**src/rtl/vlsf_pkg.sv**
```systemverilog
// Shared constants, types and tables of the vertical line segment filter.
package vlsf_pkg;

  // Store size and derived counter width.
  localparam int MAX_LINES = 64;
  localparam int CNT_W     = $clog2(MAX_LINES + 1);

  // Field widths.
  localparam int COORD_W = 12;
  localparam int ANG_W   = 15;
  localparam int ICP_W   = 17;
  localparam int MAG_W   = 17;
  localparam int WID_W   = 13;
  localparam int ATH_W   = 15;
  localparam int ITH_W   = 16;
  localparam int CFG_W   = 16;
  localparam int ADDR_W  = 2;

  // Register indexes of the configuration port.
  localparam logic [ADDR_W-1:0] REG_IMAGE_WIDTH = 2'd0;
  localparam logic [ADDR_W-1:0] REG_ANGLE_THR   = 2'd1;
  localparam logic [ADDR_W-1:0] REG_ICP_THR     = 2'd2;

  // Angle constants in 1/256 degree.
  localparam logic [ANG_W-1:0] ANGLE_90 = 15'd23040;
  localparam logic [ANG_W-1:0] ANGLE_LO = 15'd20480;
  localparam logic [COORD_W+1:0] BORDER = 14'd10;

  // Saturation bounds of the intercept.
  localparam logic signed [31:0] SAT_HI = 32'sd65535;
  localparam logic signed [31:0] SAT_LO = -32'sd65536;

  // Iteration counts of the arithmetic units.
  localparam int CORDIC_STEPS = 18;
  localparam int STEP_W       = 5;
  localparam int DIVIDEND_W   = 30;
  localparam int DIVISOR_W    = 13;
  localparam int DIV_CNT_W    = 5;
  localparam int Z_W          = 26;
  localparam int XY_W         = 32;

  // Reset values of the registers.
  localparam logic [WID_W-1:0] WIDTH_RST = 13'd640;
  localparam logic [ATH_W-1:0] ATH_RST   = 15'd512;
  localparam logic [ITH_W-1:0] ITH_RST   = 16'd48;

  // Candidate that walks along the cell row.
  typedef struct packed {
    logic             valid;
    logic [CNT_W-1:0] rem;
    logic             dup;
    logic [ANG_W-1:0] angle;
    logic [MAG_W-1:0] mag;
  } tok_t;

  // One stored line.
  typedef struct packed {
    logic [ANG_W-1:0] angle;
    logic [MAG_W-1:0] mag;
  } ent_t;

  // Duplicate thresholds broadcast to every cell.
  typedef struct packed {
    logic [ATH_W-1:0] ang_thr;
    logic [ITH_W-1:0] icp_thr;
  } thr_t;

  // Arctangent of 2^-i in 1/65536 degree.
  function automatic logic [Z_W-1:0] atan_entry(input logic [STEP_W-1:0] idx);
    logic [Z_W-1:0] v;
    case (idx)
      5'd0:  v = 26'd2949120;
      5'd1:  v = 26'd1740967;
      5'd2:  v = 26'd919879;
      5'd3:  v = 26'd466945;
      5'd4:  v = 26'd234379;
      5'd5:  v = 26'd117304;
      5'd6:  v = 26'd58666;
      5'd7:  v = 26'd29335;
      5'd8:  v = 26'd14668;
      5'd9:  v = 26'd7334;
      5'd10: v = 26'd3667;
      5'd11: v = 26'd1833;
      5'd12: v = 26'd917;
      5'd13: v = 26'd458;
      5'd14: v = 26'd229;
      5'd15: v = 26'd115;
      5'd16: v = 26'd57;
      5'd17: v = 26'd29;
      default: v = '0;
    endcase
    return v;
  endfunction

endpackage

```
**src/rtl/vlsf_cordic.sv**
```systemverilog
// Iterative CORDIC vectoring unit, one micro-rotation per cycle.
module vlsf_cordic import vlsf_pkg::*; (
  input  logic               clk,
  input  logic               rst,
  input  logic               start,
  input  logic [COORD_W-1:0] adx,
  input  logic [COORD_W-1:0] ady,
  output logic [ANG_W-1:0]   angle
);

  logic signed [XY_W-1:0] x;
  logic signed [XY_W-1:0] y;
  logic signed [Z_W-1:0]  z;
  logic [STEP_W-1:0]      step;
  logic                   run;
  logic signed [XY_W-1:0] xs;
  logic signed [XY_W-1:0] ys;
  logic signed [XY_W-1:0] yneg;
  logic signed [Z_W-1:0]  tab;
  logic [Z_W-1:0]         zr;

  // Shifts truncate toward zero; x stays positive throughout.
  always_comb begin
    yneg = -y;
    xs   = x >>> step;
    ys   = y[XY_W-1] ? -(yneg >>> step) : (y >>> step);
    tab  = signed'(atan_entry(step));
  end

  // One rotation per cycle until all steps are done.
  always_ff @(posedge clk) begin
    if (rst) begin
      run  <= 1'b0;
      step <= '0;
    end else if (start) begin
      x    <= signed'({4'd0, adx, 16'd0});
      y    <= signed'({4'd0, ady, 16'd0});
      z    <= '0;
      step <= '0;
      run  <= 1'b1;
    end else if (run) begin
      if (!y[XY_W-1]) begin
        x <= x + ys;
        y <= y - xs;
        z <= z + tab;
      end else begin
        x <= x - ys;
        y <= y + xs;
        z <= z - tab;
      end
      step <= step + 1'b1;
      if (step == STEP_W'(CORDIC_STEPS - 1)) begin
        run <= 1'b0;
      end
    end
  end

  // Round to 1/256 degree and clamp.
  always_comb begin
    zr = Z_W'(z + Z_W'(128)) >> 8;
    if (z[Z_W-1]) begin
      angle = '0;
    end else if (zr > Z_W'(ANGLE_90)) begin
      angle = ANGLE_90;
    end else begin
      angle = zr[ANG_W-1:0];
    end
  end

endmodule

```
**config.mk**
```make
export PLATFORM = sky130hd
export DESIGN_NAME = vlsf_cordic
export DESIGN_NICKNAME = d
export VERILOG_FILES = /design/src/rtl/vlsf_pkg.sv /design/src/rtl/vlsf_cordic.sv
export SDC_FILE = /design/constraint.sdc
export NUM_CORES = 1
export LEC_CHECK = 0
export ABC_CLOCK_PERIOD_IN_PS = 7000
export BUFFER_PORTS_ARGS = -buffer_cell sky130_fd_sc_hd__buf_2
export CAP_MARGIN = 30
export CORE_ASPECT_RATIO = 0.7
export CORE_MARGIN = 2
export CORE_UTILIZATION = 60
export CTS_BUF_LIST = sky130_fd_sc_hd__clkbuf_8
export CTS_CLUSTER_SIZE = 8
export DETAILED_ROUTE_END_ITERATION = 16
export HOLD_SLACK_MARGIN = 0.05
export PLACE_DENSITY = 0.92
export SLEW_MARGIN = 5
export SYNTH_ARGS = -nofsm -noshare
export SYNTH_HDL_FRONTEND = slang
export SYNTH_SLANG_ARGS = --single-unit
```
**constraint.sdc**
```tcl
create_clock -name clk -period 7 [get_ports clk]
set_clock_uncertainty 0.15 [all_clocks]
set_input_delay 1.4 -clock clk [delete_from_list [all_inputs] [get_ports clk]]
set_output_delay 1.4 -clock clk [all_outputs]
set_load 0.02 [all_outputs]
```
==> impl_results.md, run 1 <==
* Library cells used by synthesis at roughly 110
* Stopped at: global routing (5_1_grt)
* Cell Area, Synth at around 19000 µm²
* Sequential area share after synthesis at about 17%
* Largest family of logic cells by synthesized area: simple AND/OR/NAND/NOR gates
* Log Error: [ERROR GRT-0232] Routing congestion too high. Check the congestion heatmap in the GUI.
* Area leader, netlist: edfxtp_1
* CTS H-Tree Depth at 4
* Num rows at 54
* Port bufs at a little over 40
* Initial core utilization at between 60% and 70%
* Top-area cell type share of the netlist area at 14.2%
* Largest net degree at the start of global routing at 78
* Seq cells post-synth at between 100 and 150
* Post-synthesis simple-gate area fraction at 27.5%
* Hold buffers post-CTS at 0
* Total track usage at 79.0%
* Final GP Congestion at 1.25
* TritonCTS Buffers at 17
* Mapped Nets at around 2700
* Post-synthesis mux area share at 9.33%
* Area contributors post-synth: edfxtp_1, ha_1, nor2_1
* Compound-Gate Fraction of Synth Area at about a quarter
* Boundary Pins at 42
* Post-synthesis xor/xnor area fraction at a little over 8%
* Yosys warnings at 0
* Die Width at approximately 220 µm
* Ys async rst share at 0%
* Post-synth EDFFs at 90
* Die Y at about 150 µm
* Post-DP HPWL at 60400 µm
* Top FF cell, synth: edfxtp_1
* Post-Syn Instances at 2551
* Avg Inst Size Synth at 7.48 µm²
* Outcome: stopped before the end
* Clock Sinks at between 100 and 150
* Gr ovfl total at 201
* Root Driver: clkbuf_8
* Adder-cell share of the synthesized area at approximately 7.0%
* Placed inst area at 22800 µm²
* Clock Tree Buf Depth at 2
## cells by family after synthesis
kind of cell               count (synthesis)
DFF                                      118
AOI/OAI and AO/OA                        745
muxes                                    116
buffers and inverters                    235
xor gates and xnor gates                 177
adders and majority gates                105
and+or+nand+nor                         1055
## layer usage
metal	global-route usage, %	overflow
met5	51.0	1
met4	74.8	78
met3	71.8	14
met2	89.3	99
met1	79.1	9
## synthesized netlist by cell type (all sizes together), types with 53 or more instances
| cell | count |
|---|---|
| xor2 | 68 |
| ha | 102 |
| clkbuf | 104 |
| nand3 | 89 |
| nand2 | 265 |
| nor2 | 305 |
| mux2i | 53 |
| nor3 | 77 |
| a21oi | 188 |
| buf | 57 |
| inv | 70 |
| xnor2 | 109 |
| edfxtp | 90 |
| o21ai | 155 |
## through the flow
step	setup WS, ns	util [%]	instances	TNS [ns]
3_5_place_dp	-1.23	72.9	3292	-8.48
3_3_place_gp	-0.645	72.9	3291	-2.59
2_1_floorplan	-0.238	-	2551	-0.391
4_1_cts	-0.682	77.1	3367	-4.54
## repair_timing
action,in CTS
pin swaps,66
endpoints found under the setup margin,22
cloned,1
buffers inserted,50
endpoints found under the hold margin,0
resized for setup,128
==> run 2, diff against run 1 <==
Settings changed: ABC_CLOCK_PERIOD_IN_PS 7000 to 9100, CORE_ASPECT_RATIO 0.7 to default, CORE_UTILIZATION 60 to 40, CTS_BUF_LIST sky130_fd_sc_hd__clkbuf_8 to default, CTS_CLUSTER_SIZE 8 to default, HOLD_SLACK_MARGIN 0.05 to default, PLACE_DENSITY 0.92 to default, PLACE_DENSITY_LB_ADDON from default to 0.15.
Clock period 7 ns to 9.1 ns, I/O delays scaled along.
==> run 2 against run 1 <==
Compared with the run above: the flow now finishes without violations; area after synthesis unchanged; synthesized cell count did not move.
==> impl_results.md, run 2 <==
* Power Density at 416 nW/µm²
* Clock Sinks at 118 (unchanged)
* WS Path Type: flop to flop
* TritonCTS Buffers at 17 (unchanged)
* Root Driver: clkbuf_16
* Final setup vio count at 0
* Fin. Hold Viols at 0
* Clk slew on worst S/H paths at ~0.060 ns
* Top-area cell type share of the netlist area at 14.2% (unchanged)
* DRT Pass-1 Iters at 7
* Sequential area share after synthesis at 17.1% (unchanged)
* Setup TNS at 0 ns
* Most frequent cells in the layout: nor2_1, nand2_1, a21oi_1, o21ai_0, xnor2_1
* Mapped Nets at 2683 (unchanged)
* Antenna violations before repair at 1
* Die Width at 222 µm (+2.4%)
* Critical R2R Launch: y[28]
* Most common cell after layout, fill and taps aside: nor2_1
* Post-synth EDFFs at 90 (unchanged)
* Worst Hold Depth at 2
* Routed len/inst at about 24 µm
* Clock period minus worst slack at 8.63 ns
* Largest regs: x: 32 flops, y: 32 flops, z: 26 flops
* Hold endpoint: z[0]
* # DRC at 0
* Crit share post-route at 94.9%
* Port bufs at 41 (unchanged)
* CP Capture Type: flop
* Outcome: completed
* R2R depth at 27
* Cell Area, Synth at 19100 µm² (unchanged)
* Top FF cell, synth: edfxtp_1
* Num rows at 80 (+48%)
* Library cells used by synthesis at 107 (unchanged)
* Share of layout cells above drive strength 1 at 12.4%
* Core Area at 47400 µm²
* Crit start category: flop
* Post-Syn Instances at 2551 (unchanged)
* Seq cells post-synth at 118 (unchanged)
* Initial DRC count at around 2200
* Yosys warnings at 0 (unchanged)
* Final Cell Area at a little over 20000 µm²
* Clock Tree Buf Depth at 2 (unchanged)
* Vias at 20625
* Design Power at between 0.008 and 0.009 W
* Final Util at between 40% and 50%
* Worst endpoint required time at between 9 and 10 ns
* Die footprint at a little under 50000 µm²
* Min-delay src: tab[0]
* Total track usage at a little under a third
* R2r endpoint: x[31]
* First-pass GRT wire length at approximately 120000 µm
* Post-DRT Antenna Nets at 0
* CTS tree: built
* Most instantiated library cell after synthesis: nor2_1
* Min-delay worst type: flop to flop
* Fill cells at 4891
* Worst-Margin Slew at 0.847 ns
* Synth cell count leaders: nor2_1, nand2_1, a21oi_1, o21ai_0, xnor2_1
* Dpl cells at 3134 (-4.8%)
* Reg2Reg Setup Slack at roughly 0.47 ns
* Avg Inst Size Synth at 7.48 µm² (unchanged)
* Boundary Pins at 42 (unchanged)
* Final Instance Count excl. Fillers at 3169
* Area growth syn-to-layout at 8.94%
* Vias in the first global route at ~19000
* Largest net degree at the start of global routing at 71
* Worst slew margin at between 40% and 50%
* Area leader, netlist: edfxtp_1
* Post-DP HPWL at 60400 µm (about the same)
* Post-Route WL at ~77000 µm
* Critical path peak fanout at 9
* Antenna cells at 0
* Final nets at 2673
* CTS H-Tree Depth at 4 (unchanged)
* Peak supply drop at between 0.0002 and 0.00025 V
* CP arrival at ~9 ns
* FMAX at 116 MHz
* Ys async rst share at 0% (unchanged)
* Initial core utilization at 40.2% (-21 points)
* Area contributors post-synth: edfxtp_1, ha_1, nor2_1
* Die Y at 222 µm (+45%)
* Via-to-Cell Ratio at 6.51
* Gr ovfl total at 0
* Final GP Congestion at 1.02 (-18%)
* Worst skew pair latency at between 0.4 and 0.5 ns
* Max-slew violations at 0
* Placed inst area at 20100 µm² (-12%)
* Max Cap Viol at 0
* Lkg Pwr at 8.05 nW
==> run 2: layout make-up <==
class                      instances  area (µm²)  share of cell area (%)
clock buffer                      19         475                    2.29
sequential                       118        3270                    15.8
clock inverter                    13         119                   0.572
multi-input combinational       2198       15000                    72.1
inverter                          74         278                    1.34
tap                              615         769                    3.70
timing repair buffer             132         891                    4.29
==> run 2: critical path, cell delays in order (launching register included) <==
cell      delay, ns
edfxtp_1       0.60
nor4_1         0.78
and3_1         0.32
nand4_1        0.21
and2_1         0.25
buf_4          0.19
o221ai_1       0.40
o21ai_0        0.35
or4b_2         0.81
nand4_1        0.23
a31oi_1        0.14
a211oi_2       0.27
a31oi_1        0.17
or3b_2         0.52
xnor2_1        0.13
o21ai_0        0.19
ha_1           0.32
and2_1         0.18
o21ai_0        0.18
a31oi_1        0.15
a41oi_1        0.30
a211o_1        0.22
o21ai_0        0.20
o41ai_2        0.31
o21ai_0        0.15
a21o_1         0.22
or4b_1         0.46
nand3_1        0.09
==> run 2: power breakdown <==
part	switching [W]	internal, W
Combinational	0.00402	0.00272
Sequential	0.000299	0.000909
Clock	0.000306	0.000392
==> run 2: per-stage QoR <==
stage	hold WS, ns	worst slack (ns)
after floorplan	0.494	1.32
after global placement	0.567	0.420
after detailed placement	0.568	0.309
after CTS	0.593	0.272
after global routing	0.631	-0.00382
final	0.592	0.466
==> run 2: layer usage <==
layer	vias up	wire length, µm	global-route usage [%]
li1	9564	-	-
met1	9969	33900	42.4
met2	940	33900	47.5
met3	150	6110	5.58
met4	2	2710	11.3
met5	-	13	0
==> run 2: worst max path at each step <==
stage,startpoint,end,cells after the start
floorplan,y[19],x[31],31
global placement,y[3],x[31],31
detailed placement,y[3],x[31],30
CTS,y[3],x[31],30
global route,y[1],x[31],31
finish,y[28],x[31],27
==> run 2: repair_timing <==
action                     in CTS  in global routing
buffers inserted                0                  3
hold buffers                    0                  0
setup endpoints to repair       0                  6
resized for setup               0                 16
==> run 2: kinds of logic after synthesis <==
group	count (synthesis)	share of synthesized area [%]
buf+inv	235	4.85
mux	116	9.33
flops	118	17.1
simple gates	1055	27.5
compound gates	745	26.1
xor+xnor	177	8.13
fa+ha+maj	105	7.01
No activity file was read; power rests on OpenSTA's default activity.
