File: src/rtl/vlsf_pkg.sv
// Shared constants, types and tables of the vertical line segment filter.
package vlsf_pkg;

  // Store size and derived counter width.
  localparam int MAX_LINES = 64;
  localparam int CNT_W     = $clog2(MAX_LINES + 1);

  // Field widths.
  localparam int COORD_W = 12;
  localparam int ANG_W   = 15;
  localparam int ICP_W   = 17;
  localparam int MAG_W   = 17;
  localparam int WID_W   = 13;
  localparam int ATH_W   = 15;
  localparam int ITH_W   = 16;
  localparam int CFG_W   = 16;
  localparam int ADDR_W  = 2;

  // Register indexes of the configuration port.
  localparam logic [ADDR_W-1:0] REG_IMAGE_WIDTH = 2'd0;
  localparam logic [ADDR_W-1:0] REG_ANGLE_THR   = 2'd1;
  localparam logic [ADDR_W-1:0] REG_ICP_THR     = 2'd2;

  // Angle constants in 1/256 degree.
  localparam logic [ANG_W-1:0] ANGLE_90 = 15'd23040;
  localparam logic [ANG_W-1:0] ANGLE_LO = 15'd20480;
  localparam logic [COORD_W+1:0] BORDER = 14'd10;

  // Saturation bounds of the intercept.
  localparam logic signed [31:0] SAT_HI = 32'sd65535;
  localparam logic signed [31:0] SAT_LO = -32'sd65536;

  // Iteration counts of the arithmetic units.
  localparam int CORDIC_STEPS = 18;
  localparam int STEP_W       = 5;
  localparam int DIVIDEND_W   = 30;
  localparam int DIVISOR_W    = 13;
  localparam int DIV_CNT_W    = 5;
  localparam int Z_W          = 26;
  localparam int XY_W         = 32;

  // Reset values of the registers.
  localparam logic [WID_W-1:0] WIDTH_RST = 13'd640;
  localparam logic [ATH_W-1:0] ATH_RST   = 15'd512;
  localparam logic [ITH_W-1:0] ITH_RST   = 16'd48;

  // Candidate that walks along the cell row.
  typedef struct packed {
    logic             valid;
    logic [CNT_W-1:0] rem;
    logic             dup;
    logic [ANG_W-1:0] angle;
    logic [MAG_W-1:0] mag;
  } tok_t;

  // One stored line.
  typedef struct packed {
    logic [ANG_W-1:0] angle;
    logic [MAG_W-1:0] mag;
  } ent_t;

  // Duplicate thresholds broadcast to every cell.
  typedef struct packed {
    logic [ATH_W-1:0] ang_thr;
    logic [ITH_W-1:0] icp_thr;
  } thr_t;

  // Arctangent of 2^-i in 1/65536 degree.
  function automatic logic [Z_W-1:0] atan_entry(input logic [STEP_W-1:0] idx);
    logic [Z_W-1:0] v;
    case (idx)
      5'd0:  v = 26'd2949120;
      5'd1:  v = 26'd1740967;
      5'd2:  v = 26'd919879;
      5'd3:  v = 26'd466945;
      5'd4:  v = 26'd234379;
      5'd5:  v = 26'd117304;
      5'd6:  v = 26'd58666;
      5'd7:  v = 26'd29335;
      5'd8:  v = 26'd14668;
      5'd9:  v = 26'd7334;
      5'd10: v = 26'd3667;
      5'd11: v = 26'd1833;
      5'd12: v = 26'd917;
      5'd13: v = 26'd458;
      5'd14: v = 26'd229;
      5'd15: v = 26'd115;
      5'd16: v = 26'd57;
      5'd17: v = 26'd29;
      default: v = '0;
    endcase
    return v;
  endfunction

endpackage

File: src/rtl/vlsf_cell.sv
// One store cell: holds a line, checks the passing candidate against it.
module vlsf_cell import vlsf_pkg::*; (
  input  logic clk,
  input  logic rst,
  input  thr_t thr,
  input  tok_t tok_in,
  output tok_t tok_out,
  input  logic shift_en,
  input  ent_t ent_in,
  output ent_t ent
);

  logic signed [ANG_W:0] da;
  logic signed [MAG_W:0] di;
  logic [ANG_W:0]        da_abs;
  logic [MAG_W:0]        di_abs;
  logic                  match;

  // Duplicate test against the held line.
  always_comb begin
    da     = signed'({1'b0, tok_in.angle}) - signed'({1'b0, ent.angle});
    di     = signed'({1'b0, tok_in.mag}) - signed'({1'b0, ent.mag});
    da_abs = da[ANG_W] ? unsigned'(-da) : unsigned'(da);
    di_abs = di[MAG_W] ? unsigned'(-di) : unsigned'(di);
    match  = (tok_in.rem != '0) && (da_abs < {1'b0, thr.ang_thr}) &&
             (di_abs < {2'b0, thr.icp_thr});
  end

  // Hand the candidate on, one cell per cycle.
  always_ff @(posedge clk) begin
    if (rst) begin
      tok_out.valid <= 1'b0;
    end else begin
      tok_out.valid <= tok_in.valid;
    end
    tok_out.rem   <= (tok_in.rem == '0) ? '0 : tok_in.rem - 1'b1;
    tok_out.dup   <= tok_in.dup | match;
    tok_out.angle <= tok_in.angle;
    tok_out.mag   <= tok_in.mag;
  end

  // Stored lines move one cell along when a new one enters.
  always_ff @(posedge clk) begin
    if (shift_en) begin
      ent <= ent_in;
    end
  end

endmodule

File: config.mk
export PLATFORM = sky130hd
export DESIGN_NAME = vlsf_cell
export DESIGN_NICKNAME = d
export VERILOG_FILES = /design/src/rtl/vlsf_pkg.sv /design/src/rtl/vlsf_cell.sv
export SDC_FILE = /design/constraint.sdc
export NUM_CORES = 1
export LEC_CHECK = 0
export BUFFER_PORTS_ARGS = -buffer_cell sky130_fd_sc_hd__buf_4
export CAP_MARGIN = 20
export CORE_MARGIN = 4
export CORE_UTILIZATION = 45
export CTS_CLUSTER_SIZE = 24
export DETAILED_ROUTE_END_ITERATION = 16
export PLACE_DENSITY = 0.77
export REMOVE_ABC_BUFFERS = 1
export SYNTH_ARGS = -nofsm -noshare
export SYNTH_HDL_FRONTEND = slang
export SYNTH_SLANG_ARGS = --single-unit
File: constraint.sdc
create_clock -name clk -period 4.21 [get_ports clk]
set_clock_uncertainty 0.15 [all_clocks]
set_input_delay 0.2105 -clock clk [delete_from_list [all_inputs] [get_ports clk]]
set_output_delay 0.2105 -clock clk [all_outputs]
set_load 0.01 [all_outputs]
==> results of run 1 <==
metrics by stage:
stage	cells	hold slack, ps	cell area (sq um)	setup WS, ps	total power [uW]
after global placement	861	176	6620	-264	1890
after global routing	959	50.8	7770	-455	2790
final	959	57.9	7770	-235	2600
after CTS	958	50.1	7670	-134	2580
after floorplan	501	88.2	4770	-150	1510
after detailed placement	861	178	6620	-461	1930
synthesized netlist by cell type, types with 11 or more instances:
master	instances	area, sq um
a21o_1	11	82.6
a21oi_1	32	160
dfxtp_1	41	821
edfxtp_1	32	961
ha_1	64	801
inv_1	69	259
nand2_1	26	97.6
nor2_1	31	116
o21a_1	11	82.6
o21ai_0	26	130
xnor2_1	38	333
xor2_1	18	158
routing by layer:
metal / global-route usage (%) / vias to the layer above / part of all wire (%)
li1: - / 2407 / -
met1: 27.0 / 2209 / 42
met2: 38.6 / 160 / 49
met3: 5.57 / 24 / 6.6
met4: 8.35 / 0 / 2.3
met5: 0 / - / 0
report_power, final:
group	internal (uW)	switching (uW)	leakage, uW	total [uW]
combinational	648	588	0.00304	1240
clock	272	282	0.0000929	554
sequential	792	21.3	0.000659	813
final timing paths:
kind | startpoint | endpoint | slack (ps)
min | tok_in[34] | tok_out[34]$_SDFF_PN0_ | 60
max | ent[0]$_DFFE_PP_ | tok_out[32]$_DFF_P_ | -230
max reg2reg | ent[0]$_DFFE_PP_ | tok_out[32]$_DFF_P_ | -230
min reg2reg | ent[16]$_DFFE_PP_ | tok_out[32]$_DFF_P_ | 890
timing repair:
action,CTS,global route
gates cloned,0,0
gates resized for setup,14,27
pin swaps,9,14
endpoints found under the hold margin,72,0
hold buffers,73,0
setup buffers,8,1
setup endpoints to repair,1,1
cell type report:
type / instances / area [sq um]
Clock buffer: 9 / 124
Sequential cell: 73 / 1780
Tap cell: 136 / 170
Clock inverter: 7 / 71.3
Inverter: 69 / 259
Fill cell: 707 / 2550
Timing Repair Buffer: 306 / 2480
Multi-Input combinational cell: 359 / 2890
flip-flops by register name, indices dropped and copies added, names as in the netlist:
signal / count
ent: 32
tok_out: 41
tightest hold or removal path: stages:
cell	delay, ps
buf_4	110
inv_1	50
ha_1	110
nor2_1	40
cell families after synthesis:
logic type	count (synthesis)	share of synthesized area, %
AOI/OAI and AO/OA	125	17.4
buffers and inverters	73	5.73
and+or+nand+nor	112	11.8
xor gates and xnor gates	56	10.3
DFF	73	37.3
adders and majority gates	66	17.6
==> impl_results.md, run 1 <==
- Status: complete, but fails checks
- Violations in the final reports: setup timing
- RSZ-0062 raised after global routing: true
- Max-slew violation count: 0
- Most frequent cells in the layout: 233 x buf_4, 73 x dlygate4sd3_1, 68 x inv_1, 62 x ha_1, 41 x dfxtp_1
- Total Wirelength: 14200 microns
- P per Cell Area: between 300 and 400 nW/um^2
- Share of post-route cells with drive strength above 1: between 30% and 40%
- CTS Buffer Depth: 2
- Worst Hold Depth: 4
- Top FF cell, synth: dfxtp_1
- Cell family with most CP delay: compound AO/OA/AOI/OAI gates
- Critical path launch point type: flop
- Max-Cap Viols: 0
- Initial Util: a little under half
- Initial drt markers: 217
- First-pass GRT wire length: ~23000 microns
- Worst r2r path cells: 19
- Worst path bufs/invs: 1
- CP max stage delay: roughly 400 ps
- Commonest non-fill, non-tap cell in the layout: buf_4
- Max-Slew Margin vs Limit: 64.2%
- Quantity of I/O buffers inserted on ports: between 150 and 200
- Hold Fails Final Rpt: 0
- CP required: ~4400 ps
- GP Congestion: 0.883
- Leak Pwr: around 0.0038 uW
- Final setup vio count: 1
- Fin crit share: 106%
- Crit path DAT: around 4600 ps
- Post-synthesis sequential area ratio: between 30% and 40%
- Area grow syn2layout: 62.6%
- Worst setup slack after layout: -235 ps
- Vias per cell: 5.01
- Area of the die: around 12000 sq um
- Synthesized instance count: 505
- Largest net degree at the start of global routing: 33
- Slowest-stage cell, CP: edfxtp_1
- Worst Hold Class: in2reg
- Crit. End Element: flop
- Synth Register Bits: 73
- Crit path kind: reg2reg
- CTS tree: done
- Vias in the first global route: between 4000 and 5000
- Dpl hpwl: roughly 10000 microns
- Highest Clock Rate: between 0.2 and 0.25 GHz
- Crit path cell chain: ha_1 -> fa_2 -> nand2b_4 -> a2111oi_2 -> o21ai_0 -> nand2b_1 -> buf_4 -> a31oi_1 -> xnor2_2 -> nor3_4 -> a21oi_1 -> xnor2_1 -> ha_1 -> a22o_1 -> nor4_1 -> o2111ai_1 -> nor3_1 -> o41a_1 -> a41o_1
- Synth async-reset ratio: 0%
- Number of distinct library cells after synthesis: between 50 and 60
- Setup TNS: -235 ps
- Die H: between 100 and 150 microns
- Core area: 10300 sq um
- ANT nets after route: 0
- Die width: approximately 110 microns
- FP Rows: 37
- TritonCTS Sinks: between 70 and 80
- Warnings, synthesis: 0
- WL/cell: ~15 microns
- IO Count: 180
- Slew @ Worst Pin: roughly 540 ps
- Post-Syn Area: 4780 sq um
- Post-synth EDFFs: 32
- H-tree depth: 3
- Root buffer cell: clkbuf_8
- Remaining DRCs: 0
- Critical path depth: 19
- Clock slew at reported path FFs: around 80 ps
- CP max FO: 3
- Antenna Cells: 0
- Fin nets: around 990
- Post-layout min period: between 4000 and 5000 ps
- Routed vias: 4800
- Clock Latency Late Sink: roughly 360 ps
- Num CTS Buffers: 9
- Peak VDD IR: about 0.21 mV
- GRT Total Usage: ~22%
- Fin util: 75.3%
- Crit path top cell by count: ha_1
- Initial antenna violation count: 0
- Syn_area_per_cell: around 9.5 sq um
- Congestion Overflow GR: 0
- DRT Pass-1 Iters: 5
No activity file was read; power rests on OpenSTA's default activity.
==> inputs of run 2 (changes only) <==
Settings changed: CELL_PAD_IN_SITES_DETAIL_PLACEMENT set to 0, CELL_PAD_IN_SITES_GLOBAL_PLACEMENT set to 1, CORE_UTILIZATION 45 to 33, PLACE_DENSITY 0.77 to unset, PLACE_DENSITY_LB_ADDON set to 0.1.
==> impl_results.md, run 2 (synthesized netlist as in run 1, its figures left out) <==
- Status: complete, but fails checks
- Violations in the final reports: setup timing
- Commonest non-fill, non-tap cell in the layout: buf_4
- WL/cell: between 10 and 15 microns
- Slew @ Worst Pin: 612 ps
- Top flop regs: tok_out: 41 flops, ent: 32 flops
- Final instance count without filler cells: 1010
- CP max stage delay: around 450 ps
- Setup TNS: -64.0 ps
- Initial drt markers: 160
- Crit path cell chain: ha_1 -> fa_2 -> nand2b_4 -> a211oi_4 -> o211ai_1 -> o211a_1 -> nand4b_1 -> or3_4 -> nor3_2 -> a21oi_1 -> xnor2_1 -> ha_1 -> a22o_1 -> nor4_2 -> o2111ai_2 -> nor3_2 -> o41a_1 -> a41o_1
- CP required: around 4300 ps
- Clock Latency Late Sink: roughly 340 ps
- Remaining DRCs: 0
- Quantity of I/O buffers inserted on ports: around 180
- Worst setup slack after layout: -64.0 ps
- Final setup vio count: 1
- Placed Cells: roughly 910
- IO Count: 180
- DRT Pass-1 Iters: 4
- Vias in the first global route: roughly 5000
- Hold Fails Final Rpt: 0
- Post-layout min period: about 4300 ps
- Most frequent cells in the layout: 240 x buf_4, 73 x dlygate4sd3_1, 68 x inv_1, 64 x ha_1, 41 x dfxtp_1
- CP max FO: 3
- Crit path kind: reg2reg
- Die width: 128 microns
- Max-Cap Viols: 0
- Routed vias: roughly 4700
- H-tree depth: 3
- Max-slew violation count: 0
- Max-Slew Margin vs Limit: 59.1%
- First-pass GRT wire length: around 22000 microns
- TritonCTS Sinks: 73
- GP Congestion: 0.810
- Peak VDD IR: approximately 0.17 mV
- ANT nets after route: 0
- Crit path DAT: ~4400 ps
- Vias per cell: approximately 4.7
- Fin nets: 998
- Root buffer cell: clkbuf_16
- Critical path launch point type: flop
- Fin util: around 57%
- Core area: about 14000 sq um
- FP Rows: 43
- Slowest-stage cell, CP: or3_4
- RSZ-0062 raised after global routing: true
- Initial antenna violation count: 0
- Share of post-route cells with drive strength above 1: 34.0%
- Dpl hpwl: approximately 11000 microns
- Largest net degree at the start of global routing: 33
- Crit. End Element: flop
- Total Wirelength: 13400 microns
- CTS tree: done
- Reg with most FFs: tok_out
- Area grow syn2layout: 66.3%
- Fillers: between 1000 and 1500
- Die H: approximately 130 microns
- Worst Hold Class: in2reg
- Clock slew at reported path FFs: roughly 60 ps
- Congestion Overflow GR: 0
- Initial Util: between 30% and 40%
- Area of the die: ~16000 sq um
- Num CTS Buffers: 9
- Fin crit share: 102%
- Leak Pwr: 0.00385 uW
- Highest Clock Rate: 0.234 GHz
- Largest register FFs: just over 40
- GRT Total Usage: between 10% and 20%
- CTS Buffer Depth: 2
- P per Cell Area: approximately 350 nW/um^2
- Antenna Cells: 0
[run 2: cell types whose count changed in the layout (fill, tap and decap cells not counted), sizes merged]
cell	delta
clkinvlp	-1
clkinv	-1
buf	+7
clkbuf	+2
[run 2: critical path: cells and delay by family (launching register included)]
| kind | cells | cell delay, ps |
|---|---|---|
| xor gates and xnor gates | 1 | 130 |
| adders and majority gates | 3 | 880 |
| AOI/OAI and AO/OA | 8 | 1310 |
| DFF | 1 | 390 |
| and+or+nand+nor | 6 | 1370 |
[run 2: cell type report]
class | count | area, sq um | area share (%)
well taps | 180 | 225 | 2.83
clock inverters | 5 | 55.1 | 0.693
multi-input cells | 359 | 2850 | 35.9
repair buffers | 313 | 2530 | 31.9
inverters | 69 | 259 | 3.26
flip-flops and latches | 73 | 1780 | 22.4
clock buffers | 11 | 243 | 3.05
[run 2: repair_timing]
action | CTS | global route
buffers inserted | 6 | 1
hold buffers | 72 | 1
pin swaps | 13 | 6
endpoints found under the setup margin | 1 | 1
gates resized for setup | 23 | 8
endpoints found under the hold margin | 72 | 1
[run 2: per-stage QoR]
step	instance area [sq um]	hold WS, ps	setup WS [ps]	power, uW
after floorplan	4770	88.2	-150	1510
after global placement	6740	178	-327	1940
after detailed placement	6740	178	-542	1950
after CTS	7890	-156	-105	2830
after global routing	7950	74.8	-379	3030
final	7950	67.0	-64.0	2810
[run 2: worst paths after layout]
path	endpoint	slack [ps]	cells after the start	from
max	tok_out[32]$_DFF_P_	-60	18	ent[0]$_DFFE_PP_
max reg2reg	tok_out[32]$_DFF_P_	-60	18	ent[0]$_DFFE_PP_
min	tok_out[34]$_SDFF_PN0_	70	4	tok_in[34]
min reg2reg	tok_out[32]$_DFF_P_	860	5	ent[16]$_DFFE_PP_
[run 2: per-layer routing]
metal | share of wire, % | global-route usage, % | up-vias
met2 | 44 | 26.8 | 129
li1 | - | - | 2419
met4 | 1.5 | 5.81 | 0
met1 | 47 | 21.9 | 2146
met5 | 0 | 0 | -
met3 | 7.1 | 4.28 | 14
[run 2: power breakdown]
group	internal, uW	switching, uW	leakage (uW)	total, uW
sequential	793	19.3	0.000659	813
combinational	663	567	0.00305	1230
clock	473	297	0.000143	770
total	1930	884	0.00385	2810
==> inputs of run 3 (changes only) <==
Settings changed: GPL_TIMING_DRIVEN set to 0.
==> impl_results.md, run 3 (synthesized netlist as in run 1, its figures left out) <==
- Status: complete, but fails checks
- Violations in the final reports: setup timing
- GRT Total Usage: between 10% and 20%
- Area of the die: about 16000 sq um
- Antenna Cells: 0
- Critical path launch point type: flop
- DRT Pass-1 Iters: 4
- Final setup vio count: 1
- Share of post-route cells with drive strength above 1: a little under a third
- Hold Fails Final Rpt: 0
- Switching share of total power: between 30% and 40%
- Core area: between 10000 and 15000 sq um
- Num CTS Buffers: 9
- Total Wirelength: between 10000 and 15000 microns
- Reg power frac: 29.7%
- Placed Cells: 860
- Max-slew violation count: 0
- Initial antenna violation count: 0
- Leak Pwr: about 0.0036 uW
- Vias per cell: 4.68
- Remaining DRCs: 0
- Congestion Overflow GR: 0
- First-pass GRT wire length: 20700 microns
- CP max stage delay: approximately 400 ps
- Initial Util: between 30% and 40%
- P per Cell Area: ~360 nW/um^2
- Reg with most FFs: tok_out
- Crit. End Element: flop
- Initial drt markers: around 140
- ANT nets after route: 0
- Die width: between 100 and 150 microns
- Fin util: 54.4%
- Peak VDD IR: roughly 0.29 mV
- Worst Hold Class: in2reg
- Routed vias: 4489
- RR Startpoint: ent[0]$_DFFE_PP_
- Root buffer cell: clkbuf_16
- WL/cell: around 13 microns
- TritonCTS Sinks: 73
- Clk network pwr share: just under 30%
- Die H: approximately 130 microns
- Vias in the first global route: 4486
- Quantity of I/O buffers inserted on ports: 179
- Crit path DAT: roughly 4500 ps
- H-tree depth: 3
- CTS tree: done
- Max-Slew Margin vs Limit: ~63%
- R2r setup slk: -150 ps
- Slowest-stage cell, CP: edfxtp_1
- Total power draw: between 2000 and 3000 uW
- Fin nets: 948
- Worst setup slack after layout: -153 ps
- Top flop regs: tok_out: 41 flops, ent: 32 flops
- Crit path kind: reg2reg
- Post-layout min period: ~4400 ps
- Logic pwr share: between 40% and 50%
- Crit path from: ent[0]$_DFFE_PP_
- Clock Latency Late Sink: about 340 ps
- Area grow syn2layout: 59.8%
- Fin crit share: 104%
- Largest net degree at the start of global routing: 33
- Worst path bufs/invs: 2
- Clock slew at reported path FFs: around 60 ps
- GP Congestion: between 0.7 and 0.8
- CP max FO: 4
- Fillers: roughly 1300
- Psw: ~860 uW
- Slew @ Worst Pin: approximately 560 ps
- CP required: about 4300 ps
- Largest register FFs: ~40
- Int Power: about 1900 uW
- Cell family with most CP delay: compound AO/OA/AOI/OAI gates
- HP Start: tok_in[34]
- RSZ-0062 raised after global routing: true
- Most frequent cells in the layout: 190 x buf_4, 73 x dlygate4sd3_1, 68 x inv_1, 63 x ha_1, 41 x dfxtp_1
- Final instance count without filler cells: 960
- CTS Buffer Depth: 2
- Crit path cell chain: ha_1 -> fa_2 -> nand2b_4 -> a211oi_4 -> o211ai_1 -> o211a_1 -> nand4b_1 -> buf_4 -> buf_4 -> o31ai_1 -> xnor2_1 -> ha_1 -> a21o_1 -> a21o_1 -> a21oi_1 -> o2111ai_1 -> nor3_2 -> o41a_1 -> a41o_1
- IO Count: 180
- Dpl hpwl: between 9000 and 10000 microns
- Max-Cap Viols: 0
- Highest Clock Rate: ~0.23 GHz
- FP Rows: 43
- Commonest non-fill, non-tap cell in the layout: buf_4
run 3: cell types whose count changed in the layout (fill, tap and decap cells not counted), sizes merged:
cell    change
bufinv      +1
buf        -50
clkinv      -1
run 3: timing repair:
item / 4_1_cts / 5_1_grt
hold buffers: 73 / 0
buffers inserted: 9 / 2
endpoints found under the setup margin: 1 / 1
pin swaps: 13 / 10
gates resized for setup: 31 / 9
hold endpoints to repair: 72 / 0
run 3: through the flow:
stage / setup TNS, ps / instance area (sq um) / setup slack (ps) / hold slack [ps]
finish: -153 / 7640 / -153 / 75.1
detailed placement: -1000 / 6330 / -1000 / 178
CTS: -144 / 7570 / -144 / 57.0
floorplan: -150 / 4770 / -150 / 88.2
global route: -414 / 7640 / -414 / 78.7
global placement: -922 / 6330 / -922 / 178
run 3: routing by layer:
metal  track usage [%]  share of wire, %
met1              20.9                46
met2              24.5                44
met3              4.61               8.5
met4              4.56               1.2
met5                 0                 0
run 3: path summary, 6_finish.rpt:
kind	to	cells after the start
max reg2reg	tok_out[32]$_DFF_P_	19
min reg2reg	tok_out[32]$_DFF_P_	5
max	tok_out[32]$_DFF_P_	19
min	tok_out[34]$_SDFF_PN0_	4
run 3: tightest hold or removal path: cells and delay by family:
kind	cells	cell delay (ps)
buffers and inverters	2	160
AND/OR/NAND/NOR	1	40
adder cells (fa/ha/maj)	1	110
run 3: cell type report:
class / instances / area, sq um / area share, %
multi-input combinational: 359 / 2900 / 38.0
timing repair buffer: 263 / 2160 / 28.2
sequential: 73 / 1780 / 23.3
inverter: 69 / 259 / 3.39
clock buffer: 11 / 233 / 3.05
tap: 180 / 225 / 2.95
clock inverter: 5 / 81.3 / 1.06
run 3: power groups by stage:
stage | combinational, uW | sequential (uW) | clock, uW
finish | 1110 | 814 | 814
CTS | 1100 | 815 | 842
global placement | 976 | 827 | 0
detailed placement | 986 | 829 | 0
global route | 1260 | 820 | 871
floorplan | 654 | 853 | 0
