$ cat src/rtl/vlsf_pkg.sv
// Shared constants, types and tables of the vertical line segment filter.
package vlsf_pkg;

  // Store size and derived counter width.
  localparam int MAX_LINES = 64;
  localparam int CNT_W     = $clog2(MAX_LINES + 1);

  // Field widths.
  localparam int COORD_W = 12;
  localparam int ANG_W   = 15;
  localparam int ICP_W   = 17;
  localparam int MAG_W   = 17;
  localparam int WID_W   = 13;
  localparam int ATH_W   = 15;
  localparam int ITH_W   = 16;
  localparam int CFG_W   = 16;
  localparam int ADDR_W  = 2;

  // Register indexes of the configuration port.
  localparam logic [ADDR_W-1:0] REG_IMAGE_WIDTH = 2'd0;
  localparam logic [ADDR_W-1:0] REG_ANGLE_THR   = 2'd1;
  localparam logic [ADDR_W-1:0] REG_ICP_THR     = 2'd2;

  // Angle constants in 1/256 degree.
  localparam logic [ANG_W-1:0] ANGLE_90 = 15'd23040;
  localparam logic [ANG_W-1:0] ANGLE_LO = 15'd20480;
  localparam logic [COORD_W+1:0] BORDER = 14'd10;

  // Saturation bounds of the intercept.
  localparam logic signed [31:0] SAT_HI = 32'sd65535;
  localparam logic signed [31:0] SAT_LO = -32'sd65536;

  // Iteration counts of the arithmetic units.
  localparam int CORDIC_STEPS = 18;
  localparam int STEP_W       = 5;
  localparam int DIVIDEND_W   = 30;
  localparam int DIVISOR_W    = 13;
  localparam int DIV_CNT_W    = 5;
  localparam int Z_W          = 26;
  localparam int XY_W         = 32;

  // Reset values of the registers.
  localparam logic [WID_W-1:0] WIDTH_RST = 13'd640;
  localparam logic [ATH_W-1:0] ATH_RST   = 15'd512;
  localparam logic [ITH_W-1:0] ITH_RST   = 16'd48;

  // Candidate that walks along the cell row.
  typedef struct packed {
    logic             valid;
    logic [CNT_W-1:0] rem;
    logic             dup;
    logic [ANG_W-1:0] angle;
    logic [MAG_W-1:0] mag;
  } tok_t;

  // One stored line.
  typedef struct packed {
    logic [ANG_W-1:0] angle;
    logic [MAG_W-1:0] mag;
  } ent_t;

  // Duplicate thresholds broadcast to every cell.
  typedef struct packed {
    logic [ATH_W-1:0] ang_thr;
    logic [ITH_W-1:0] icp_thr;
  } thr_t;

  // Arctangent of 2^-i in 1/65536 degree.
  function automatic logic [Z_W-1:0] atan_entry(input logic [STEP_W-1:0] idx);
    logic [Z_W-1:0] v;
    case (idx)
      5'd0:  v = 26'd2949120;
      5'd1:  v = 26'd1740967;
      5'd2:  v = 26'd919879;
      5'd3:  v = 26'd466945;
      5'd4:  v = 26'd234379;
      5'd5:  v = 26'd117304;
      5'd6:  v = 26'd58666;
      5'd7:  v = 26'd29335;
      5'd8:  v = 26'd14668;
      5'd9:  v = 26'd7334;
      5'd10: v = 26'd3667;
      5'd11: v = 26'd1833;
      5'd12: v = 26'd917;
      5'd13: v = 26'd458;
      5'd14: v = 26'd229;
      5'd15: v = 26'd115;
      5'd16: v = 26'd57;
      5'd17: v = 26'd29;
      default: v = '0;
    endcase
    return v;
  endfunction

endpackage

$ cat src/rtl/vlsf_div.sv
// Restoring divider, one quotient bit per cycle.
module vlsf_div import vlsf_pkg::*; (
  input  logic                  clk,
  input  logic                  rst,
  input  logic                  start,
  input  logic [DIVIDEND_W-1:0] dividend,
  input  logic [DIVISOR_W-1:0]  divisor,
  output logic [DIVIDEND_W-1:0] quotient
);

  logic [DIVIDEND_W-1:0] num;
  logic [DIVISOR_W-1:0]  den;
  logic [DIVISOR_W-1:0]  rem;
  logic [DIV_CNT_W-1:0]  cnt;
  logic                  run;
  logic [DIVISOR_W:0]    trial;

  assign trial = {rem, num[DIVIDEND_W-1]};

  // Shift in one dividend bit, subtract when the trial fits.
  always_ff @(posedge clk) begin
    if (rst) begin
      run <= 1'b0;
      cnt <= '0;
    end else if (start) begin
      num      <= dividend;
      den      <= divisor;
      rem      <= '0;
      quotient <= '0;
      cnt      <= '0;
      run      <= 1'b1;
    end else if (run) begin
      num <= num << 1;
      if (trial >= {1'b0, den}) begin
        rem      <= DIVISOR_W'(trial - {1'b0, den});
        quotient <= {quotient[DIVIDEND_W-2:0], 1'b1};
      end else begin
        rem      <= trial[DIVISOR_W-1:0];
        quotient <= {quotient[DIVIDEND_W-2:0], 1'b0};
      end
      cnt <= cnt + 1'b1;
      if (cnt == DIV_CNT_W'(DIVIDEND_W - 1)) begin
        run <= 1'b0;
      end
    end
  end

endmodule

$ cat config.mk
export PLATFORM = sky130hd
export DESIGN_NAME = vlsf_div
export DESIGN_NICKNAME = d
export VERILOG_FILES = /design/src/rtl/vlsf_pkg.sv /design/src/rtl/vlsf_div.sv
export SDC_FILE = /design/constraint.sdc
export NUM_CORES = 1
export LEC_CHECK = 0
export ABC_AREA = 1
export BUFFER_PORTS_ARGS = -buffer_cell sky130_fd_sc_hd__buf_2
export CAP_MARGIN = 20
export CORE_ASPECT_RATIO = 0.5
export CORE_UTILIZATION = 30
export DETAILED_ROUTE_END_ITERATION = 8
export PLACE_DENSITY = 0.5
export SYNTH_ARGS = -nofsm -noshare
export SYNTH_HDL_FRONTEND = slang
export SYNTH_SLANG_ARGS = --single-unit
$ cat constraint.sdc
create_clock -name clk -period 9.45 [get_ports clk]
set_input_delay 0.4725 -clock clk [delete_from_list [all_inputs] [get_ports clk]]
set_output_delay 0.4725 -clock clk [all_outputs]
set_load 0.005 [all_outputs]
==> metrics, run 1 <==
R2R Path End=rem[8]$_SDFFCE_PP0P_; #FFs+latches synth=92; class of the worst hold path=primary input to flop; pre-CTS setup slack=6.68 ns; CTS Hold Bufs=0; adder-cell share of the synthesized area=4.65%; DR WL/cell=12.0 um; hold_sp=divisor[3]; post-CTS sizing=0; slowest stage delay, CP=0.56 ns; cell family with most CP delay=buffers and inverters; fin util=37.1%; chip width=175 um; slew margin rel.=36.5%; compound-cell area share of the yosys netlist=3.31%; Synth Warn #=0; fillcell total=~1600; Die Y=a little under 90 um; syn_area_per_cell=9.19 um^2; PwrDens=190 nW/um^2; htree depth=3; CTS root buf=clkbuf_16; reg-to-reg startpoint=num[29]$_DFFE_PP_; die area=between 15000 and 20000 um^2; core area=14500 um^2; Clock Pin Slew Worst Setup and Hold Paths=0.06 ns; Post-Synth Simple-Gate Area=around 22%; CTS max path bufs=2; highest metal used=met4; Post-Synth XOR/XNOR Area=about 1.2%; WHS=about 0.31 ns; post-CTS setup buffers=0; worst vdd ir=0.0796 mV; met2 routed WL=3.98 mm; Starting DRT DRC Count=184; minimum clock period=2.35 ns; Antenna Cells=0; Max Freq=425 MHz; most used cell, CP=buf_4; initial antenna violation count=0; critical path, cell by cell=buf_2, buf_4, inv_2, nor2_1, buf_4; fraction of layout cells with a size suffix above 1=18.0%; post-synthesis cell type count=27; clk sinks=92; CTS tree=done; DRT Wirelength=around 9.2 mm; commonest cells after routing, fill and taps aside=nand2_1 (150), edfxtp_1 (86), inv_1 (79); critical path arrival=2.40 ns; first-pass GRT wire length=around 15 mm; largest family of logic cells by synthesized area=simple AND/OR/NAND/NOR gates; Max FO, Critical Path=63; DR vias=3129; syn nets=548; vias in the first global route=between 3000 and 4000; PnR worst setup slack=7.10 ns; DR pass1 iterations=6; Final GP Congestion=roughly 0.9; post-synthesis mux area share=0%; Initial Utilization=30.8%; status=finished, final reports clean; LEAKAGE=2.56 nW; Ports=76; Rows=31; Num CTS Buffers=9; Final Setup Violations=0; worst path required time=9.49 ns; Mapped Area=approximately 4500 um^2; Layout Skew=~0.0074 ns; DR vias/cell=4.08; I/O Buffers=75; Syn-to-layout area delta=20.6%; DRC=0; sequential cell area=2700 um^2; max-slew violation count=0; unrepaired setup endpoints after global routing=no; Worst Hold Endpoint=den[3]$_DFFE_PP_; largest net degree at the start of global routing=75; Worst-Margin Slew=approximately 0.95 ns; Worst R2R Path Depth=11; Clock Latency Late Sink=0.34 ns; DR WL met3=347 um; cell count after synthesis=just under 500; final hold violations=0; Max Cap Viol=0; crit path kind=primary input to flop; WHS Path Cells=1; commonest non-fill, non-tap cell in the layout=nand2_1; number of nets in the layout=625; Setup crit end kind=flop; part of the cycle the worst path needs=~25%; DPL Wire Length=roughly 6.5 mm; grt ovf=0; Global Route Usage Sum=around an eighth; antenna violation net count after detailed routing=0; WP buf/inv=4; sequential area share after synthesis=60.5%; met1 WL=between 4 and 5 mm; area of the multi-input gates=1410 um^2; Critical-path top delay cell=nor2_1; TNS Setup=0 ns; Worst Setup Start Kind=primary input; R2R Setup Slk=7.23 ns
-- cells in the mapped netlist --
master / count / area (um^2)
inv_2: 4 / 15.0
xnor2_1: 2 / 17.5
nand4_1: 4 / 25.0
nand2_2: 1 / 6.26
nand3_2: 1 / 10.0
o21bai_1: 1 / 7.51
nor3_1: 3 / 15.0
a21o_1: 1 / 7.51
nand3_1: 12 / 60.1
o21ai_1: 9 / 45.0
o21ai_0: 6 / 30.0
nor2_1: 78 / 293
nand2_1: 150 / 563
ha_1: 15 / 188
xor2_1: 4 / 35.0
dfxtp_1: 6 / 120
edfxtp_1: 86 / 2580
a31oi_1: 1 / 6.26
a21oi_2: 1 / 8.76
buf_6: 1 / 11.3
inv_1: 79 / 297
a21oi_1: 7 / 35.0
o21a_1: 1 / 7.51
buf_1: 3 / 11.3
fa_1: 1 / 20.0
nand3_4: 1 / 17.5
clkbuf_1: 8 / 30.0
-- layout make-up --
type | instances | share of cell area, %
flip-flops and latches | 92 | 50.2
well taps | 198 | 4.60
repair buffers | 78 | 7.39
clock buffers | 10 | 4.25
multi-input cells | 299 | 26.1
inverters | 83 | 5.79
clock inverters | 6 | 1.65
-- metal layers --
metal | global-route usage (%) | up-vias
met2 | 19.1 | 46
met1 | 17.6 | 1393
met5 | 0 | -
li1 | - | 1679
met4 | 3.79 | 0
met3 | 3.99 | 11
-- flip-flops by register name, summed over array words and instances, names as in the netlist --
signal    flops
cnt           5
den          13
num          30
quotient     30
rem          13
run           1
-- kinds of logic after synthesis --
group / count (synthesis)
buffers and inverters: 95
adder cells (fa/ha/maj): 16
XOR/XNOR: 6
AO/OA/AOI/OAI: 27
flip-flops: 92
AND/OR/NAND/NOR: 250
-- report_power, final --
group	leakage [nW]	total, W	internal (W)	switching [W]
Sequential	0.881	0.000493	0.000480	0.0000123
Clock	0.149	0.000382	0.000232	0.000150
Combinational	1.53	0.000149	0.0000539	0.0000952
Total	2.56	0.00102	0.000766	0.000258
-- through the flow --
step	cells	power, W	area (um^2)
2_1_floorplan	486	0.000604	4460
3_3_place_gp	750	0.000651	5060
3_5_place_dp	750	0.000652	5060
4_1_cts	766	0.00104	5380
5_1_grt	766	0.00108	5380
6_report	766	0.00102	5380
-- how the worst max path moves through the flow --
| stage | slack (ns) | endpoint | startpoint | cells past startpoint |
|---|---|---|---|---|
| after CTS | 7.04 | den[9]$_DFFE_PP_ | start | 5 |
| final | 7.10 | den[11]$_DFFE_PP_ | start | 5 |
| after floorplan | 5.09 | num[0]$_SDFFCE_PN0P_ | start | 3 |
| after global routing | 6.88 | den[11]$_DFFE_PP_ | start | 5 |
| after global placement | 6.77 | den[5]$_DFFE_PP_ | start | 5 |
| after detailed placement | 6.68 | den[5]$_DFFE_PP_ | start | 5 |
No activity file was read; power rests on OpenSTA's default activity.
==> run 2: changes to the inputs <==
--- a/config.mk
+++ b/config.mk
@@ -11,7 +11,7 @@
 export CORE_ASPECT_RATIO = 0.5
 export CORE_UTILIZATION = 30
 export DETAILED_ROUTE_END_ITERATION = 8
-export PLACE_DENSITY = 0.5
+export PLACE_DENSITY = 0.52
 export SYNTH_ARGS = -nofsm -noshare
 export SYNTH_HDL_FRONTEND = slang
 export SYNTH_SLANG_ARGS = --single-unit
==> constraint.sdc (replaced) <==
create_clock -name clk -period 1.9 [get_ports clk]
set_input_delay 0.095 -clock clk [delete_from_list [all_inputs] [get_ports clk]]
set_output_delay 0.095 -clock clk [all_outputs]
set_load 0.005 [all_outputs]
==> metrics, run 2 (same netlist as run 1, synthesis figures left out) <==
area post-placement=between 5000 and 6000 um^2; CTS max path bufs=2; worst vdd ir=0.423 mV; most used cell, CP=nand2_2; Die Y=88.3 um; Max Freq=518 MHz; Seq pwr share=45.1%; Rows=31; DPL Wire Length=6.40 mm; die area=15400 um^2; CTS tree=done; PwrDens=between 800 and 900 nW/um^2; class of the worst hold path=primary input to flop; area of the multi-input gates=1640 um^2; Net Sw Frac=roughly 26%; sequential cell area=between 2000 and 3000 um^2; Clock Pin Slew Worst Setup and Hold Paths=0.07 ns; clock share of power=35.6%; Critical-path top delay cell=edfxtp_1; Worst-Margin Slew=approximately 0.49 ns; commonest non-fill, non-tap cell in the layout=nand2_1; Initial Utilization=30.8%; vias in the first global route=3338; Post-Layout Inst Area=6080 um^2; largest net degree at the start of global routing=75; fillcell total=1454; Max Cap Viol=0; Syn-to-layout area delta=36.3%; Starting DRT DRC Count=~180; Logic pwr share=19.4%; pre-CTS setup slack=-0.100 ns; number of nets in the layout=slightly below 700; Clock Latency Late Sink=0.34 ns; Max FO, Critical Path=7; Global Route Usage Sum=13.3%; commonest cells after routing, fill and taps aside=nand2_1 (133), edfxtp_1 (86), buf_2 (75); Pint=0.00403 W; PnR worst setup slack=-0.0294 ns; DR WL/cell=~12 um; Num CTS Buffers=9; DR vias=3426; slew margin rel.=67.5%; Layout Skew=0.00755 ns; max-slew violation count=0; Setup crit end kind=flop; LEAKAGE=2.83 nW; critical path, cell by cell=ha_2, fa_2, inv_2, nand2_2, nand3_2, nand2_2, nand3_4, buf_6, nand2_2, nor2_2, nor2_1; final hold violations=0; core area=14500 um^2; cell family with most CP delay=adder cells; slowest stage delay, CP=0.37 ns; CTS root buf=clkbuf_16; status=complete, but fails checks; grt ovf=0; DR pass1 iterations=4; worst path required time=around 2.0 ns; DRT Wirelength=just under 10 mm; DR vias/cell=4.19; failing checks=setup timing; DRC=0; Final GP Congestion=0.832; I/O Buffers=75; Final Setup Violations=3; critical path arrival=2.03 ns; chip width=175 um; crit path kind=flop to flop; Ports=76; Antenna Cells=0; antenna violation net count after detailed routing=0; first-pass GRT wire length=around 16 mm; initial antenna violation count=0; TNS Setup=-0.0371 ns; minimum clock period=1.93 ns; Sw Pwr=0.00141 W; WP buf/inv=2; htree depth=3; unrepaired setup endpoints after global routing=yes; fraction of layout cells with a size suffix above 1=between 30% and 40%; clk sinks=92; largest registers=num (30), quotient (30); Worst Setup Start Kind=flop; part of the cycle the worst path needs=102%
run 2: changes by cell type in the layout (fill, tap and decap cells not counted), sizes merged:
cell | previous run | this run
buf | 78 | 116
clkinv | 2 | 3
clkinvlp | 2 | 0
dlygate4sd3 | 0 | 13
inv | 83 | 84
run 2: final timing paths:
check	slack, ns	start	cells past startpoint	endpoint
min reg2reg	0.47	cnt[4]$_SDFFE_PP0P_	1	cnt[4]$_SDFFE_PP0P_
max reg2reg	-0.03	den[0]$_DFFE_PP_	11	rem[11]$_SDFFCE_PP0P_
min	0.02	dividend[15]	3	num[15]$_DFFE_PP_
max	-0.03	den[0]$_DFFE_PP_	11	rem[11]$_SDFFCE_PP0P_
run 2: final cells by class:
type	count	area share, %
Sequential cell	92	44.5
Timing Repair Buffer	129	14.1
Tap cell	198	4.07
Clock buffer	10	3.76
Inverter	83	5.16
Clock inverter	6	1.46
Multi-Input combinational cell	299	27.0
run 2: what timing repair did:
action / 4_1_cts / 5_1_grt
setup endpoints to repair: 13 / 14
setup buffers: 8 / 6
cloned: 1 / 0
hold buffers: 13 / 0
endpoints found under the hold margin: 13 / 0
pin swaps: 4 / 15
resized for setup: 20 / 41
run 2: stage by stage:
stage	power (W)	instances	hold WS (ns)	util, %
3_3_place_gp	0.00332	773	0.272	36.3
3_5_place_dp	0.00333	773	0.273	36.3
4_1_cts	0.00541	811	0.00478	40.7
6_report	0.00544	817	0.0167	41.9
5_1_grt	0.00572	817	0.0146	41.9
2_1_floorplan	0.00300	486	0.194	-
run 2: per-layer routing:
metal / global-route usage [%] / vias to the layer above / part of all wire (%)
met4: 3.79 / 0 / 0.87
met3: 2.84 / 8 / 2.3
met1: 17.2 / 1605 / 49
li1: - / 1783 / -
met5: 0 / - / 0
met2: 23.0 / 30 / 48
run 2: power by group through the flow:
stage               Clock [W]  Sequential [W]  Combinational (W)
global placement            0         0.00248           0.000838
floorplan                   0         0.00248           0.000521
detailed placement          0         0.00249           0.000845
CTS                   0.00200         0.00245           0.000961
global route          0.00206         0.00247            0.00119
finish                0.00194         0.00245            0.00105
run 2: worst register-to-register path, cell delays in order, from the launching register on:
cell and delay, ns:
edfxtp_1 0.37, ha_2 0.21, fa_2 0.36, inv_2 0.07
nand2_2 0.05, nand3_2 0.07, nand2_2 0.07, nand3_4 0.17
buf_6 0.13, nand2_2 0.05, nor2_2 0.10, nor2_1 0.05
==> run 3: changes to the inputs <==
==> constraint.sdc (replaced) <==
create_clock -name clk -period 1.9 [get_ports clk]
set_input_delay 0.19 -clock clk [delete_from_list [all_inputs] [get_ports clk]]
set_output_delay 0.19 -clock clk [all_outputs]
set_load 0.005 [all_outputs]
==> metrics, run 3 (same netlist as run 1, synthesis figures left out) <==
DRC=0; CTS tree=done; Max Freq=519 MHz; Setup crit end kind=flop; die area=~15000 um^2; CTS max path bufs=2; pre-CTS setup slack=-0.0964 ns; Clock Latency Late Sink=0.34 ns; clock share of power=34.2%; PwrDens=between 800 and 900 nW/um^2; Syn-to-layout area delta=33.1%; htree depth=3; Final GP Congestion=0.842; antenna violation net count after detailed routing=0; Critical-path top delay cell=edfxtp_1; DR pass1 iterations=4; unrepaired setup endpoints after global routing=yes; worst path required time=2.00 ns; minimum clock period=roughly 1.9 ns; number of nets in the layout=around 670; Ports=76; Inst Count DP=775; chip width=175 um; LEAKAGE=2.78 nW; Clock Pin Slew Worst Setup and Hold Paths=approximately 0.07 ns; critical path, cell by cell=ha_4, nand2_2, inv_2, nand2_1, inv_1, nand4_1, nand3_4, buf_4, buf_4, nand3_1, nand2_1, nor2_1; Post-Layout Inst Area=~5900 um^2; fillcell total=around 1500; Layout Skew=between 0.008 and 0.009 ns; slowest stage delay, CP=0.44 ns; area post-placement=between 5000 and 6000 um^2; worst vdd ir=0.380 mV; Global Route Usage Sum=12.7%; core area=roughly 15000 um^2; Max FO, Critical Path=5; commonest cells after routing, fill and taps aside=nand2_1 (138), edfxtp_1 (86), buf_2 (75); CTS root buf=clkbuf_16; Pint=about 0.0039 W; Worst-Margin Slew=between 0.3 and 0.4 ns; vias in the first global route=3172; Initial Utilization=30.8%; DR vias=3353; slew margin rel.=between 70% and 80%; Final Setup Violations=2; Starting DRT DRC Count=188; critical path arrival=2.03 ns; largest net degree at the start of global routing=42; I/O Buffers=75; Sw Pwr=0.00141 W; reg-to-reg startpoint=rem[8]$_SDFFCE_PP0P_; DR WL/cell=roughly 12 um; Antenna Cells=0; class of the worst hold path=primary input to flop; Rows=31; Max Cap Viol=0; non-filler instance count after layout=807; Die Y=88.3 um; Logic pwr share=19.6%; status=complete, but fails checks; fin util=41.0%; Num CTS Buffers=9; crit path kind=flop to flop; Seq pwr share=46.2%; failing checks=setup timing; fraction of layout cells with a size suffix above 1=31.0%; DRT Wirelength=roughly 9.5 mm; hold_sp=divisor[1]; grt ovf=0; Net Sw Frac=26.7%; first-pass GRT wire length=15.1 mm; final hold violations=0; Worst Setup Start Kind=flop; commonest non-fill, non-tap cell in the layout=nand2_1; TNS Setup=-0.0394 ns; DPL Wire Length=6.42 mm; initial antenna violation count=0; PnR worst setup slack=-0.0273 ns; beginning of the critical path=rem[8]$_SDFFCE_PP0P_; clk sinks=92; part of the cycle the worst path needs=101%; max-slew violation count=0; DR vias/cell=4.15; largest registers=num (30), quotient (30)
run 3: cell types whose count changed in the layout (fill, tap and decap cells not counted), sizes merged:
| cell | previous run | this run |
|---|---|---|
| buf | 116 | 119 |
| clkinvlp | 0 | 2 |
| bufinv | 2 | 1 |
| dlygate4sd3 | 13 | 0 |
| clkinv | 3 | 2 |
run 3: cell type report:
type	count	area [um^2]	area share, %
clock buffers	10	229	3.85
inverters	83	319	5.37
well taps	198	248	4.17
multi-input cells	299	1630	27.4
clock inverters	6	63.8	1.07
repair buffers	119	751	12.6
flip-flops and latches	92	2710	45.5
run 3: critical path: cells and delay by family (launching register included):
family / cells / cell delay [ns]
buffers and inverters: 4 / 0.38
adder cells (fa/ha/maj): 1 / 0.32
AND/OR/NAND/NOR: 7 / 0.55
flip-flops: 1 / 0.44
run 3: timing repair:
| item | in CTS | in global routing |
|---|---|---|
| hold buffers | 0 | 0 |
| setup buffers | 12 | 4 |
| gates resized for setup | 31 | 24 |
| pin swaps | 2 | 3 |
| cloned | 1 | 0 |
| endpoints found under the setup margin | 12 | 14 |
run 3: power by group through the flow:
stage | combinational (W) | sequential, W | clock (W)
floorplan | 0.000523 | 0.00248 | 0
global placement | 0.000848 | 0.00248 | 0
detailed placement | 0.000851 | 0.00248 | 0
CTS | 0.000998 | 0.00245 | 0.00186
global route | 0.00117 | 0.00247 | 0.00194
finish | 0.00104 | 0.00245 | 0.00181
run 3: metal layers:
layer	up-vias	global-route usage, %	part of all wire, %
met5	-	0	0
met4	0	3.32	0.67
met3	5	3.44	2.6
met2	34	21.0	46
met1	1548	16.6	50
li1	1766	-	-
run 3: through the flow:
stage	hold slack [ns]	total power [W]
after CTS	0.00487	0.00531
after detailed placement	0.368	0.00334
after global placement	0.366	0.00333
after floorplan	0.289	0.00300
final	0.0197	0.00530
after global routing	0.00363	0.00558
run 3: final timing paths:
path | to | slack (ns) | depth (start not counted)
max | rem[12]$_SDFFCE_PP0P_ | -0.03 | 12
min | den[1]$_DFFE_PP_ | 0.02 | 1
max reg2reg | rem[12]$_SDFFCE_PP0P_ | -0.03 | 12
min reg2reg | cnt[4]$_SDFFE_PP0P_ | 0.46 | 1
